## config.mk

```make
export PLATFORM = sky130hd
export DESIGN_NAME = tp_rts_cts_receive_session
export DESIGN_NICKNAME = d
export VERILOG_FILES = /design/src/rtl/trcr_pkg.sv /design/src/rtl/tp_rts_cts_receive_session.sv /design/src/rtl/trcr_front.sv /design/src/rtl/trcr_queue.sv /design/src/rtl/trcr_back.sv
export SDC_FILE = /design/constraint.sdc
export NUM_CORES = 1
export LEC_CHECK = 0
export ABC_AREA = 1
export ABC_CLOCK_PERIOD_IN_PS = 7600
export BUFFER_PORTS_ARGS = -buffer_cell sky130_fd_sc_hd__clkbuf_2
export CORE_UTILIZATION = 55
export DETAILED_ROUTE_END_ITERATION = 6
export PLACE_DENSITY = 0.87
export SLEW_MARGIN = 20
export SYNTH_ARGS = -nofsm -noshare
export SYNTH_HDL_FRONTEND = slang
export SYNTH_SLANG_ARGS = --single-unit
```

## constraint.sdc

```tcl
create_clock -name clock -period 7.6 [get_ports clock]
set_input_delay 1.52 -clock clock [delete_from_list [all_inputs] [get_ports clock]]
set_output_delay 1.52 -clock clock [all_outputs]
set_load 0.02 [all_outputs]
```

## src/rtl/trcr_pkg.sv

```systemverilog
// Shared types and constants for the transport-protocol RTS/CTS receive session.
// Used by the front classifier, the item queue, the session back end and the top level.
`timescale 1ns / 1ps
`default_nettype none

package trcr_pkg;

   localparam logic [7:0] GLOBAL_ADDR   = 8'd255;
   localparam logic [7:0] CODE_RTS      = 8'd16;
   localparam logic [7:0] CODE_CTS      = 8'd17;
   localparam logic [7:0] CODE_ACK      = 8'd19;
   localparam logic [7:0] CODE_ABORT    = 8'd255;
   localparam logic [7:0] REASON_SEQ    = 8'd4;
   localparam logic [7:0] REASON_SIZE   = 8'd5;
   localparam logic [7:0] RESERVED_BYTE = 8'hff;
   localparam int         QUEUE_DEPTH   = 2;

   typedef enum logic [1:0] {
      CMD_CONTROL = 2'd0,
      CMD_DATA    = 2'd1,
      CMD_STEP    = 2'd2
   } cmd_type;

   // Classified operation handed from the front to the back end.
   typedef enum logic [2:0] {
      OP_NOP     = 3'd0,
      OP_RTS_OK  = 3'd1,
      OP_RTS_BAD = 3'd2,
      OP_ABORT   = 3'd3,
      OP_DATA    = 3'd4,
      OP_STEP    = 3'd5
   } op_type;

   typedef struct packed {
      op_type      op;
      logic [7:0]  dest;
      logic [7:0]  source;
      logic [7:0]  seq;
      logic [15:0] size;
      logic [7:0]  packets;
      logic [7:0]  limit;
      logic [23:0] group;
   } item_type;

   typedef struct packed {
      logic        tx_valid;
      logic [7:0]  tx_dest;
      logic [7:0]  tx_byte0;
      logic [7:0]  tx_byte1;
      logic [7:0]  tx_byte2;
      logic [7:0]  tx_byte3;
      logic [7:0]  tx_byte4;
      logic [7:0]  tx_byte5;
      logic [7:0]  tx_byte6;
      logic [7:0]  tx_byte7;
      logic        session_active;
   } result_type;

endpackage

`default_nettype wire

```

## src/rtl/tp_rts_cts_receive_session.sv

```systemverilog
// RTS/CTS receive session, top level. A request passes through the item queue and then the
// back end's result register. Throughput: one request per cycle while no response is held,
// set by the session update in the back end. Stalls: a held response blocks the back end;
// QueueDepth more requests (two by default) fit in the queue, then req_tready drops. Every
// request gives exactly one response. Reset is synchronous and active high; it clears the
// queue, the response valid flag and all session registers (init state).
`timescale 1ns / 1ps
`default_nettype none

module tp_rts_cts_receive_session
   import trcr_pkg::*;
#(
   parameter int QueueDepth = QUEUE_DEPTH
) (
   input  wire  logic        clock,
   input  wire  logic        reset,
   // request channel
   input  wire  logic        req_tvalid,
   output logic              req_tready,
   // [7:0] frame_dest, [15:8] frame_source, [23:16] frame_byte0 ... [79:72] frame_byte7
   input  wire  logic [79:0] req_tdata,
   // [1:0] command
   input  wire  logic [1:0]  req_tuser,
   // response channel
   output logic              rsp_tvalid,
   input  wire  logic        rsp_tready,
   // [7:0] tx_dest, [15:8] tx_byte0 ... [71:64] tx_byte7, [72] session_active, rest zero
   output logic [79:0]       rsp_tdata,
   // [0] tx_valid
   output logic              rsp_tuser
);

   item_type   front_item;
   item_type   queue_item;
   logic       queue_valid;
   logic       queue_ready;
   result_type result;

   // Front: classify each request into one session operation (RTS check done here).
   trcr_front u_front (
      .command      (req_tuser),
      .frame_dest   (req_tdata[7:0]),
      .frame_source (req_tdata[15:8]),
      .frame_byte0  (req_tdata[23:16]),
      .frame_byte1  (req_tdata[31:24]),
      .frame_byte2  (req_tdata[39:32]),
      .frame_byte3  (req_tdata[47:40]),
      .frame_byte4  (req_tdata[55:48]),
      .frame_byte5  (req_tdata[63:56]),
      .frame_byte6  (req_tdata[71:64]),
      .frame_byte7  (req_tdata[79:72]),
      .item         (front_item)
   );

   // Queue decouples request acceptance from response back-pressure.
   trcr_queue #(
      .Depth (QueueDepth)
   ) u_queue (
      .clock      (clock),
      .reset      (reset),
      .push_valid (req_tvalid),
      .push_ready (req_tready),
      .push_data  (front_item),
      .pop_valid  (queue_valid),
      .pop_ready  (queue_ready),
      .pop_data   (queue_item)
   );

   // Back end: session registers, state machine and the response register.
   trcr_back u_back (
      .clock        (clock),
      .reset        (reset),
      .item_valid   (queue_valid),
      .item_ready   (queue_ready),
      .item         (queue_item),
      .result_valid (rsp_tvalid),
      .result_ready (rsp_tready),
      .result       (result)
   );

   assign rsp_tuser = result.tx_valid;
   assign rsp_tdata = {7'b0000000, result.session_active,
                       result.tx_byte7, result.tx_byte6, result.tx_byte5, result.tx_byte4,
                       result.tx_byte3, result.tx_byte2, result.tx_byte1, result.tx_byte0,
                       result.tx_dest};

endmodule

`default_nettype wire

```

## src/rtl/trcr_front.sv

```systemverilog
// Front end: decodes an incoming request and classifies it into one session operation.
// Depends on trcr_pkg. Pure decode; the RTS size check is resolved here.
`timescale 1ns / 1ps
`default_nettype none

module trcr_front
   import trcr_pkg::*;
(
   input  wire  logic [1:0]  command,
   input  wire  logic [7:0]  frame_dest,
   input  wire  logic [7:0]  frame_source,
   input  wire  logic [7:0]  frame_byte0,
   input  wire  logic [7:0]  frame_byte1,
   input  wire  logic [7:0]  frame_byte2,
   input  wire  logic [7:0]  frame_byte3,
   input  wire  logic [7:0]  frame_byte4,
   input  wire  logic [7:0]  frame_byte5,
   input  wire  logic [7:0]  frame_byte6,
   input  wire  logic [7:0]  frame_byte7,
   output item_type          item
);

   logic [15:0] size;
   logic [10:0] capacity;   // packets * 7 bytes
   logic        size_ok;

   assign size     = {frame_byte2, frame_byte1};
   assign capacity = {frame_byte3, 3'b000} - {3'b000, frame_byte3};
   assign size_ok  = size <= {5'b00000, capacity};

   always_comb begin
      item.dest    = frame_dest;
      item.source  = frame_source;
      item.seq     = frame_byte0;
      item.size    = size;
      item.packets = frame_byte3;
      item.limit   = frame_byte4;
      item.group   = {frame_byte7, frame_byte6, frame_byte5};
      item.op      = OP_NOP;
      unique case (command)
         CMD_CONTROL: begin
            if (frame_byte0 == CODE_RTS) begin
               // RTS to the global address is ignored
               if (frame_dest != GLOBAL_ADDR) begin
                  item.op = size_ok ? OP_RTS_OK : OP_RTS_BAD;
               end
            end else if (frame_byte0 == CODE_ABORT) begin
               item.op = OP_ABORT;
            end
         end
         CMD_DATA: item.op = OP_DATA;
         CMD_STEP: item.op = OP_STEP;
         default:  item.op = OP_NOP;
      endcase
   end

endmodule

`default_nettype wire

```

## src/rtl/trcr_queue.sv

```systemverilog
// Small FIFO of classified items between the front and the session back end.
// Depends on trcr_pkg for the item type.
`timescale 1ns / 1ps
`default_nettype none

module trcr_queue
   import trcr_pkg::*;
#(
   parameter int Depth = QUEUE_DEPTH
) (
   input  wire  logic     clock,
   input  wire  logic     reset,
   input  wire  logic     push_valid,
   output logic           push_ready,
   input  wire  item_type push_data,
   output logic           pop_valid,
   input  wire  logic     pop_ready,
   output item_type       pop_data
);

   localparam int PtrW   = (Depth > 1) ? $clog2(Depth) : 1;
   localparam int CountW = $clog2(Depth + 1);

   item_type            mem [Depth];
   logic [PtrW-1:0]     wr_ptr_ff, wr_ptr_in;
   logic [PtrW-1:0]     rd_ptr_ff, rd_ptr_in;
   logic [CountW-1:0]   count_ff, count_in;
   logic                push;
   logic                pop;

   assign push_ready = count_ff != CountW'(Depth);
   assign pop_valid  = count_ff != '0;
   assign pop_data   = mem[rd_ptr_ff];
   assign push       = push_valid && push_ready;
   assign pop        = pop_valid && pop_ready;

   always_comb begin
      wr_ptr_in = wr_ptr_ff;
      rd_ptr_in = rd_ptr_ff;
      count_in  = count_ff;
      if (push) begin
         wr_ptr_in = (wr_ptr_ff == PtrW'(Depth - 1)) ? '0 : wr_ptr_ff + 1'b1;
      end
      if (pop) begin
         rd_ptr_in = (rd_ptr_ff == PtrW'(Depth - 1)) ? '0 : rd_ptr_ff + 1'b1;
      end
      if (push && !pop) begin
         count_in = count_ff + 1'b1;
      end else if (pop && !push) begin
         count_in = count_ff - 1'b1;
      end
   end

   always_ff @(posedge clock) begin
      if (reset) begin
         wr_ptr_ff <= '0;
         rd_ptr_ff <= '0;
         count_ff  <= '0;
      end else begin
         wr_ptr_ff <= wr_ptr_in;
         rd_ptr_ff <= rd_ptr_in;
         count_ff  <= count_in;
      end
   end

   always_ff @(posedge clock) begin
      if (push) begin
         mem[wr_ptr_ff] <= push_data;
      end
   end

endmodule

`default_nettype wire

```

## src/rtl/trcr_back.sv

```systemverilog
// Session back end: applies classified items to the session registers and state
// machine, and holds the result in an output register. Depends on trcr_pkg.
`timescale 1ns / 1ps
`default_nettype none

module trcr_back
   import trcr_pkg::*;
(
   input  wire  logic     clock,
   input  wire  logic     reset,
   input  wire  logic     item_valid,
   output logic           item_ready,
   input  wire  item_type item,
   output logic           result_valid,
   input  wire  logic     result_ready,
   output result_type     result
);

   typedef enum logic [6:0] {
      ST_INIT          = 7'b0000001,
      ST_WAIT_RTS      = 7'b0000010,
      ST_COLLECT_START = 7'b0000100,
      ST_COLLECT       = 7'b0001000,
      ST_ABORTED       = 7'b0010000,
      ST_SEND_ABORT    = 7'b0100000,
      ST_SEND_COMPLETE = 7'b1000000
   } state_type;

   state_type   state_ff, state_in, step_state;
   logic        rts_ff, rts_in;
   logic        abort_seen_ff, abort_seen_in;
   logic        abort_pend_ff, abort_pend_in;
   logic [7:0]  reason_ff, reason_in;
   logic [23:0] group_ff, group_in;
   logic [15:0] size_ff, size_in;
   logic [7:0]  pkt_exp_ff, pkt_exp_in;
   logic [7:0]  pkt_rcv_ff, pkt_rcv_in;
   logic [7:0]  exp_seq_ff, exp_seq_in;
   logic [7:0]  limit_ff, limit_in;
   logic [7:0]  sess_dest_ff, sess_dest_in;
   logic [7:0]  sess_src_ff, sess_src_in;
   logic        rsp_valid_ff, rsp_valid_in;
   result_type  rsp_ff, rsp_in;
   logic        advance;
   logic        emit;
   logic [7:0]  emit_code, emit_b1, emit_b2, emit_b3;

   assign item_ready   = !rsp_valid_ff || result_ready;
   assign advance      = item_valid && item_ready;
   assign result_valid = rsp_valid_ff;
   assign result       = rsp_ff;
   // a pending abort overrides the current state on a step
   assign step_state   = abort_pend_ff ? ST_SEND_ABORT : state_ff;

   always_comb begin
      state_in      = state_ff;
      rts_in        = rts_ff;
      abort_seen_in = abort_seen_ff;
      abort_pend_in = abort_pend_ff;
      reason_in     = reason_ff;
      group_in      = group_ff;
      size_in       = size_ff;
      pkt_exp_in    = pkt_exp_ff;
      pkt_rcv_in    = pkt_rcv_ff;
      exp_seq_in    = exp_seq_ff;
      limit_in      = limit_ff;
      sess_dest_in  = sess_dest_ff;
      sess_src_in   = sess_src_ff;
      emit          = 1'b0;
      emit_code     = '0;
      emit_b1       = '0;
      emit_b2       = '0;
      emit_b3       = '0;
      unique case (item.op)
         OP_RTS_OK: begin
            rts_in       = 1'b1;
            group_in     = item.group;
            size_in      = item.size;
            pkt_exp_in   = item.packets;
            exp_seq_in   = 8'd1;
            limit_in     = item.limit;
            sess_dest_in = item.dest;
            sess_src_in  = item.source;
         end
         OP_RTS_BAD: begin
            abort_pend_in = 1'b1;
            reason_in     = REASON_SIZE;
         end
         OP_ABORT: abort_seen_in = 1'b1;
         OP_DATA: begin
            if (item.dest == sess_dest_ff && item.source == sess_src_ff) begin
               if (item.seq != exp_seq_ff) begin
                  abort_pend_in = 1'b1;
                  reason_in     = REASON_SEQ;
               end else begin
                  pkt_rcv_in = pkt_rcv_ff + 8'd1;
                  exp_seq_in = exp_seq_ff + 8'd1;
               end
            end
         end
         OP_STEP: begin
            abort_pend_in = 1'b0;
            state_in      = step_state;
            unique case (step_state)
               ST_WAIT_RTS: begin
                  if (rts_ff) begin
                     state_in  = ST_COLLECT_START;
                     rts_in    = 1'b0;
                     emit      = 1'b1;
                     emit_code = CODE_CTS;
                     emit_b1   = limit_ff;
                     emit_b2   = exp_seq_ff;
                     emit_b3   = RESERVED_BYTE;
                  end
               end
               ST_COLLECT_START: state_in = ST_COLLECT;
               ST_COLLECT: begin
                  if (pkt_rcv_ff >= pkt_exp_ff) begin
                     state_in = ST_SEND_COMPLETE;
                  end
                  if (abort_seen_ff) begin
                     abort_seen_in = 1'b0;
                     state_in      = ST_ABORTED;
                  end
               end
               ST_ABORTED: state_in = ST_INIT;
               ST_SEND_ABORT: begin
                  state_in  = ST_INIT;
                  emit      = 1'b1;
                  emit_code = CODE_ABORT;
                  emit_b1   = reason_ff;
                  emit_b2   = RESERVED_BYTE;
                  emit_b3   = RESERVED_BYTE;
               end
               ST_SEND_COMPLETE: begin
                  state_in  = ST_INIT;
                  emit      = 1'b1;
                  emit_code = CODE_ACK;
                  emit_b1   = size_ff[7:0];
                  emit_b2   = size_ff[15:8];
                  emit_b3   = pkt_exp_ff;
               end
               default: begin
                  // init: clear the session and wait for an RTS
                  rts_in        = 1'b0;
                  pkt_rcv_in    = '0;
                  exp_seq_in    = 8'd1;
                  pkt_exp_in    = '0;
                  abort_seen_in = 1'b0;
                  state_in      = ST_WAIT_RTS;
               end
            endcase
         end
         default: ;
      endcase

      rsp_in.tx_valid       = emit;
      rsp_in.tx_dest        = emit ? sess_src_ff : '0;
      rsp_in.tx_byte0       = emit_code;
      rsp_in.tx_byte1       = emit_b1;
      rsp_in.tx_byte2       = emit_b2;
      rsp_in.tx_byte3       = emit_b3;
      rsp_in.tx_byte4       = emit ? RESERVED_BYTE : '0;
      rsp_in.tx_byte5       = emit ? group_ff[7:0] : '0;
      rsp_in.tx_byte6       = emit ? group_ff[15:8] : '0;
      rsp_in.tx_byte7       = emit ? group_ff[23:16] : '0;
      rsp_in.session_active = state_in != ST_WAIT_RTS;

      rsp_valid_in = advance ? 1'b1 : (rsp_valid_ff && !result_ready);
   end

   always_ff @(posedge clock) begin
      if (reset) begin
         state_ff      <= ST_INIT;
         rts_ff        <= 1'b0;
         abort_seen_ff <= 1'b0;
         abort_pend_ff <= 1'b0;
         reason_ff     <= '0;
         group_ff      <= '0;
         size_ff       <= '0;
         pkt_exp_ff    <= '0;
         pkt_rcv_ff    <= '0;
         exp_seq_ff    <= '0;
         limit_ff      <= '0;
         sess_dest_ff  <= '0;
         sess_src_ff   <= '0;
         rsp_valid_ff  <= 1'b0;
      end else begin
         rsp_valid_ff <= rsp_valid_in;
         if (advance) begin
            state_ff      <= state_in;
            rts_ff        <= rts_in;
            abort_seen_ff <= abort_seen_in;
            abort_pend_ff <= abort_pend_in;
            reason_ff     <= reason_in;
            group_ff      <= group_in;
            size_ff       <= size_in;
            pkt_exp_ff    <= pkt_exp_in;
            pkt_rcv_ff    <= pkt_rcv_in;
            exp_seq_ff    <= exp_seq_in;
            limit_ff      <= limit_in;
            sess_dest_ff  <= sess_dest_in;
            sess_src_ff   <= sess_src_in;
         end
      end
   end

   always_ff @(posedge clock) begin
      if (advance) begin
         rsp_ff <= rsp_in;
      end
   end

endmodule

`default_nettype wire
```

==> impl_metrics.json, run 1 <==
{
  "finalHoldViolCount": 0,
  "die_h_um": 162,
  "area_delta_synth_final_pct": 15.2,
  "h-tree-depth": 2,
  "power.total_mw": 6.14,
  "muxShareOfSynthArea_pct": 0.0709,
  "synth.area.top_cells": "edfxtp_1, dfxtp_1, nand2_1",
  "ant_nets": 0,
  "drt-met1-wl_um": 13100,
  "leakagePower_nw": 6.58,
  "grt_overflow_total": 0,
  "grt_max_degree": 83,
  "critPathMaxFanout": 82,
  "dr.first_iter.drc_count": 1196,
  "synth.cell_area_mm2": 0.0141,
  "route.met3.wl_um": 2880,
  "cts_buffers": 35,
  "r2r_slack_ns": 3.36,
  "syn_area_per_cell_um2": 9.98,
  "ir_drop_uv": 257,
  "start_util_pct": 56.0,
  "dr.pass1.iters": 7,
  "vias": 10900,
  "cts.sinks": 333,
  "drt-total-wl_um": 33800,
  "hpwl_um": 20600,
  "min_path_type": "register to register",
  "synth_top_cell_area_share_pct": 48.3,
  "final_area_mm2": 0.0162,
  "io_buffers": 161,
  "routed-wl-met2_um": 16400,
  "synth_top_cell_by_area": "edfxtp_1",
  "clock.fmax_mhz": 236,
  "core_area_mm2": 0.0252,
  "synth-compound-area-share_pct": 9.86,
  "hold_buffers": 0,
  "synth_edf_count": 227,
  "ctsRootBufferMaster": "clkbuf_16",
  "synth_ff_type": "edfxtp_1",
  "crit_type": "register to register",
  "cts.repair.resized": 0,
  "r2r-end": "u_back.size_ff[14]",
  "avgRoutedWirePerCell_um": 17.7,
  "arrival_ns": 4.68,
  "relSlewSlack_pct": 30.7,
  "post-route-period-util_pct": 55.8,
  "final_cell_mix": "nand2_1, edfxtp_1, clkbuf_2, inv_1, nor2_1",
  "placed_area_mm2": 0.0150,
  "synth_fa_ha_area_share_pct": 2.66,
  "end_kind": "register",
  "clkLatencyLatePin_ns": 0.54,
  "first_global_vias": 10000,
  "clock_skew_ns": 0.0396,
  "grt.total_usage_pct": 25.4,
  "drv_slew": 0,
  "status": "complete, but fails checks",
  "viasPerCell": 5.70,
  "drc": 1,
  "synth_cell_types": 42,
  "postCtsSetupBuffers": 0,
  "final_common_cell": "nand2_1",
  "yosysWarnings": 0,
  "endpoint": "u_back.size_ff[14]",
  "hold_ws_ns": 0.466,
  "synth_top_family_by_area": "simple AND/OR/NAND/NOR gates",
  "top_layer_used": "met4",
  "rsz0062_at_grt": "no",
  "ys_ff_latch": 333,
  "synthCells": 1414,
  "gp_congestion": 0.949,
  "reg2reg_depth": 11,
  "die_x_um": 162,
  "synthArstFlopShare_pct": 0,
  "fillers": 1783,
  "worst_ep_required_time_ns": 8.04,
  "start_kind": "register",
  "antenna_found_initial": 1,
  "io_pins": 169,
  "dieArea_mm2": 0.0263,
  "num-nets-final": 1666,
  "finalCriticalPeriod_ns": 4.24,
  "clk_pin_slew_worst_paths_ns": 0.06,
  "setup_violations": 0,
  "fin_util_pct": 64.5,
  "cts_tree": "built",
  "synth_xor_area_share_pct": 1.30,
  "synthSimpleGateAreaFrac_pct": 16.0,
  "drive_gt1_share_pct": 15.8,
  "max_slew.worst_pin.slew_ns": 1.04,
  "fp-row-count": 58,
  "cap_violations": 0,
  "seq_area_frac_synth_pct": 63.3,
  "grt_pass1_wl_um": 52100,
  "fin_tns_setup_ns": 0,
  "clockBufferDepth": 3,
  "powerDensity_mw_per_mm2": 378,
  "violations": "DRC"
}
synth_stat cells, drive strengths merged, types with 2 or more instances:
| library cell | n |
|---|---|
| a211oi | 2 |
| a21oi | 88 |
| a22oi | 3 |
| a31oi | 51 |
| buf | 40 |
| clkbuf | 37 |
| dfxtp | 106 |
| edfxtp | 227 |
| ha | 30 |
| inv | 140 |
| nand2 | 350 |
| nand3 | 50 |
| nand3b | 2 |
| nand4 | 23 |
| nor2 | 115 |
| nor3 | 7 |
| nor4 | 3 |
| o211ai | 3 |
| o21ai | 102 |
| o22ai | 3 |
| or2 | 4 |
| xnor2 | 8 |
| xor2 | 13 |
worst max-delay path: stages, from the launching register on:
cell     delay [ns]
dfxtp_2        0.69
inv_4          0.43
or2_0          0.37
o21ai_1        0.17
inv_2          0.12
nand2_2        0.27
nand2_1        0.10
buf_4          0.27
inv_2          0.75
buf_4          0.43
o21ai_0        0.18
a31oi_1        0.26
where the power goes:
group | total, mW | switching (mW) | leakage, nW | internal [mW]
combinational | 1.72 | 1.27 | 2.97 | 0.457
clock | 1.76 | 0.728 | 0.590 | 1.04
sequential | 2.65 | 0.215 | 3.02 | 2.43
flip-flops by register name, summed over array words and instances (netlist names), 2 cells and up, named ones only:
signal               flops
u_back.exp_seq_ff        8
u_back.group_ff         24
u_back.limit_ff          8
u_back.pkt_exp_ff        8
u_back.pkt_rcv_ff        8
u_back.reason_ff         2
u_back.result           61
u_back.sess_dest_ff      8
u_back.sess_src_ff       8
u_back.size_ff          16
u_back.state_ff          7
u_queue.count_ff         2
u_queue.mem            166
layer usage:
layer  vias to the layer above  track usage [%]
met5                         -                0
met2                       646             42.5
li1                       5047                -
met1                      5079             32.6
met4                         0             10.9
met3                       110             4.21
how the worst min path moves through the flow:
stage               slack [ns]  cells after the start       end         startpoint
floorplan                 0.43                      1  register  u_queue.rd_ptr_ff
detailed placement        0.44                      1  register  u_queue.rd_ptr_ff
finish                    0.47                      1  register  u_queue.rd_ptr_ff
CTS                       0.46                      1  register  u_queue.rd_ptr_ff
global route              0.48                      1  register  u_queue.rd_ptr_ff
global placement          0.43                      1  register  u_queue.rd_ptr_ff
kinds of logic after synthesis:
| kind of cell | count (synthesis) |
|---|---|
| other | 1 |
| adders and majority gates | 30 |
| and+or+nand+nor | 555 |
| AOI/OAI and AO/OA | 256 |
| muxes | 1 |
| DFF | 333 |
| buffers and inverters | 217 |
| xor gates and xnor gates | 21 |
per-stage QoR:
stage / worst slack [ns] / std cells
3_3_place_gp: 3.43 / 1843
4_1_cts: 3.42 / 1907
5_1_grt: 3.04 / 1908
2_1_floorplan: 1.98 / 1420
6_report: 3.36 / 1908
3_5_place_dp: 3.12 / 1843
area by class of cell:
| class | instances | area, µm² | area share, % |
|---|---|---|---|
| Antenna cell | 1 | 2.50 | 0.0154 |
| Clock buffer | 43 | 937 | 5.77 |
| Clock inverter | 21 | 284 | 1.75 |
| Inverter | 140 | 529 | 3.26 |
| Multi-Input combinational cell | 870 | 4270 | 26.3 |
| Sequential cell | 333 | 8940 | 55.0 |
| Tap cell | 330 | 413 | 2.54 |
| Timing Repair Buffer | 170 | 877 | 5.40 |
(Power assumes the default switching activity.)
==> inputs of run 2 (changes only) <==
--- a/config.mk
+++ b/config.mk
@@ -6,11 +6,11 @@
 export NUM_CORES = 1
 export LEC_CHECK = 0
 export ABC_AREA = 1
-export ABC_CLOCK_PERIOD_IN_PS = 7600
+export ABC_CLOCK_PERIOD_IN_PS = 3800
 export BUFFER_PORTS_ARGS = -buffer_cell sky130_fd_sc_hd__clkbuf_2
-export CORE_UTILIZATION = 55
+export CORE_UTILIZATION = 53
 export DETAILED_ROUTE_END_ITERATION = 6
-export PLACE_DENSITY = 0.87
+export PLACE_DENSITY = 0.88
 export SLEW_MARGIN = 20
 export SYNTH_ARGS = -nofsm -noshare
 export SYNTH_HDL_FRONTEND = slang
==> constraint.sdc (replaced) <==
create_clock -name clock -period 3.8 [get_ports clock]
set_input_delay 0.76 -clock clock [delete_from_list [all_inputs] [get_ports clock]]
set_output_delay 0.76 -clock clock [all_outputs]
set_load 0.02 [all_outputs]
==> run 2 against run 1 <==
The run now ends clean. Critical path depth rose by 9. Global-route usage fell by 1.0 points. Final cell count rose by 0.42%. Via count fell by 1.5%. Total power rose by 99%. Worst setup slack got worse by 2.8 ns. Sequential share of layout area fell by 0.089 points. Cell area rose by 0.16%. Register-to-register slack got worse by 2.4 ns. Core utilization fell by 2.1 points. Critical path type is now input pin to register.
==> impl_metrics.json, run 2 (same netlist as run 1, synthesis figures left out) <==
{
  "switching_share_pct": 35.5,
  "start_util_pct": 54.2,
  "fillers": 1958,
  "clk_pin_slew_worst_paths_ns": 0.06,
  "fin_tns_setup_ns": 0,
  "dieArea_mm2": 0.0273,
  "num-nets-final": 1671,
  "grt_overflow_total": 0,
  "worst_ep_required_time_ns": 4.04,
  "r2r_slack_ns": 0.92,
  "largest_reg_flops": 166,
  "antenna_found_initial": 2,
  "clockBufferDepth": 3,
  "vias": 10700,
  "relSlewSlack_pct": 42.3,
  "worst_slack_ns": 0.533,
  "post-place-ws_ns": 0.130,
  "crit_type": "input pin to register",
  "top_register": "u_queue.mem",
  "dr.first_iter.drc_count": 1004,
  "viasPerCell": 5.59,
  "fin_util_pct": 62.5,
  "finalCriticalPeriod_ns": 3.27,
  "grt_max_degree": 97,
  "first_global_vias": 10100,
  "dr.pass1.iters": 6,
  "power_frac_seq_pct": 42.7,
  "clock.fmax_mhz": 306,
  "drt-total-wl_um": 33200,
  "switchingPower_mw": 4.34,
  "leakagePower_nw": 6.58,
  "postCtsSetupBuffers": 0,
  "hpwl_um": 21500,
  "start_kind": "input pin",
  "min_path_type": "input pin to register",
  "post-route-period-util_pct": 86.0,
  "h-tree-depth": 2,
  "power.total_mw": 12.2,
  "end_kind": "register",
  "cts.sinks": 333,
  "drv_slew": 0,
  "core_area_mm2": 0.0261,
  "ir_drop_uv": 536,
  "status": "finished clean",
  "max_slew.worst_pin.slew_ns": 0.866,
  "powerDensity_mw_per_mm2": 751,
  "cts_tree": "built",
  "drive_gt1_share_pct": 15.8,
  "io_pins": 169,
  "finalHoldViolCount": 0,
  "setup_violations": 0,
  "multi_input_comb_area_mm2": 0.00427,
  "area_delta_synth_final_pct": 15.3,
  "io_buffers": 161,
  "rsz0062_at_grt": "no",
  "final_cell_mix": "nand2_1, edfxtp_1, clkbuf_2, inv_1, nor2_1",
  "fp-row-count": 59,
  "final_common_cell": "nand2_1",
  "grt.total_usage_pct": 24.4,
  "clkPwrFrac_pct": 28.2,
  "clock_skew_ns": 0.0183,
  "p_int_mw": 7.88,
  "die_h_um": 165,
  "comb_power_share_pct": 29.1,
  "die_x_um": 165,
  "cap_violations": 0,
  "avgRoutedWirePerCell_um": 17.3,
  "cts.repair.resized": 0,
  "grt_pass1_wl_um": 51000,
  "gp_congestion": 0.934,
  "ctsRootBufferMaster": "clkbuf_16",
  "critPathMaxFanout": 4,
  "drc": 0,
  "hold_buffers": 0,
  "register_area_mm2": 0.00894,
  "cts_buffers": 34,
  "clkLatencyLatePin_ns": 0.52,
  "ant_nets": 0,
  "arrival_ns": 3.51
}
## run 2: cell count changes in the layout (fill, tap and decap cells not counted), moves of 2 or more
cell | before | now
clkinv_16 | 2 | 0
clkinv_2 | 9 | 2
buf_12 | 0 | 3
buf_4 | 8 | 12
clkinv_8 | 2 | 0
## run 2: stage by stage
| stage | hold WS (ns) | std cells | area [µm²] |
|---|---|---|---|
| after global placement | 0.432 | 1854 | 15100 |
| after global routing | 0.417 | 1916 | 16300 |
| final | 0.428 | 1916 | 16300 |
| after detailed placement | 0.435 | 1854 | 15100 |
| after floorplan | 0.426 | 1420 | 14100 |
| after CTS | 0.415 | 1914 | 16300 |
## run 2: critical path, stage by stage
cell,delay [ns]
clkbuf_2,0.13
inv_1,0.07
ha_1,0.34
nand4_1,0.10
o21ai_0,0.34
a21oi_1,0.15
o21bai_1,0.22
nand2_1,0.08
nand2_1,0.08
xor2_1,0.07
ha_1,0.30
nand2_1,0.06
nor3_1,0.25
o21ai_0,0.15
nand2_1,0.10
nand2_1,0.05
nand2_1,0.05
nand2_1,0.05
nand2_1,0.06
o21ai_0,0.11
## run 2: routing by layer
layer / track usage [%] / vias up / routed length [µm]
li1: - / 5053 / -
met1: 31.1 / 5038 / 13100
met2: 40.5 / 518 / 16100
met3: 4.02 / 108 / 2540
met4: 11.4 / 0 / 1470
met5: 0 / - / 0
## run 2: final timing paths
path,from,to,depth (start not counted)
worst max-delay path,req_tdata[44],u_queue.mem[0][80],20
worst min-delay path,req_tdata[60],u_queue.mem[1][4],1
worst max register to register,register,u_back.group_ff[22],11
worst min register to register,u_queue.rd_ptr_ff,register,1
## run 2: layout make-up
class | instances | share of cell area, %
diodes | 2 | 0.0308
clock buffers | 44 | 5.71
clock inverters | 16 | 1.42
inverters | 140 | 3.24
multi-input cells | 870 | 26.2
flip-flops and latches | 333 | 54.9
well taps | 335 | 2.58
repair buffers | 176 | 5.87
## run 2: power by group through the flow
| stage | Clock [mW] | Combinational, mW | Sequential, mW |
|---|---|---|---|
| 2_1_floorplan | 0 | 2.18 | 5.59 |
| 3_3_place_gp | 0 | 3.34 | 5.24 |
| 3_5_place_dp | 0 | 3.48 | 5.28 |
| 4_1_cts | 3.48 | 3.52 | 5.22 |
| 5_1_grt | 3.63 | 3.92 | 5.30 |
| 6_report | 3.45 | 3.55 | 5.22 |
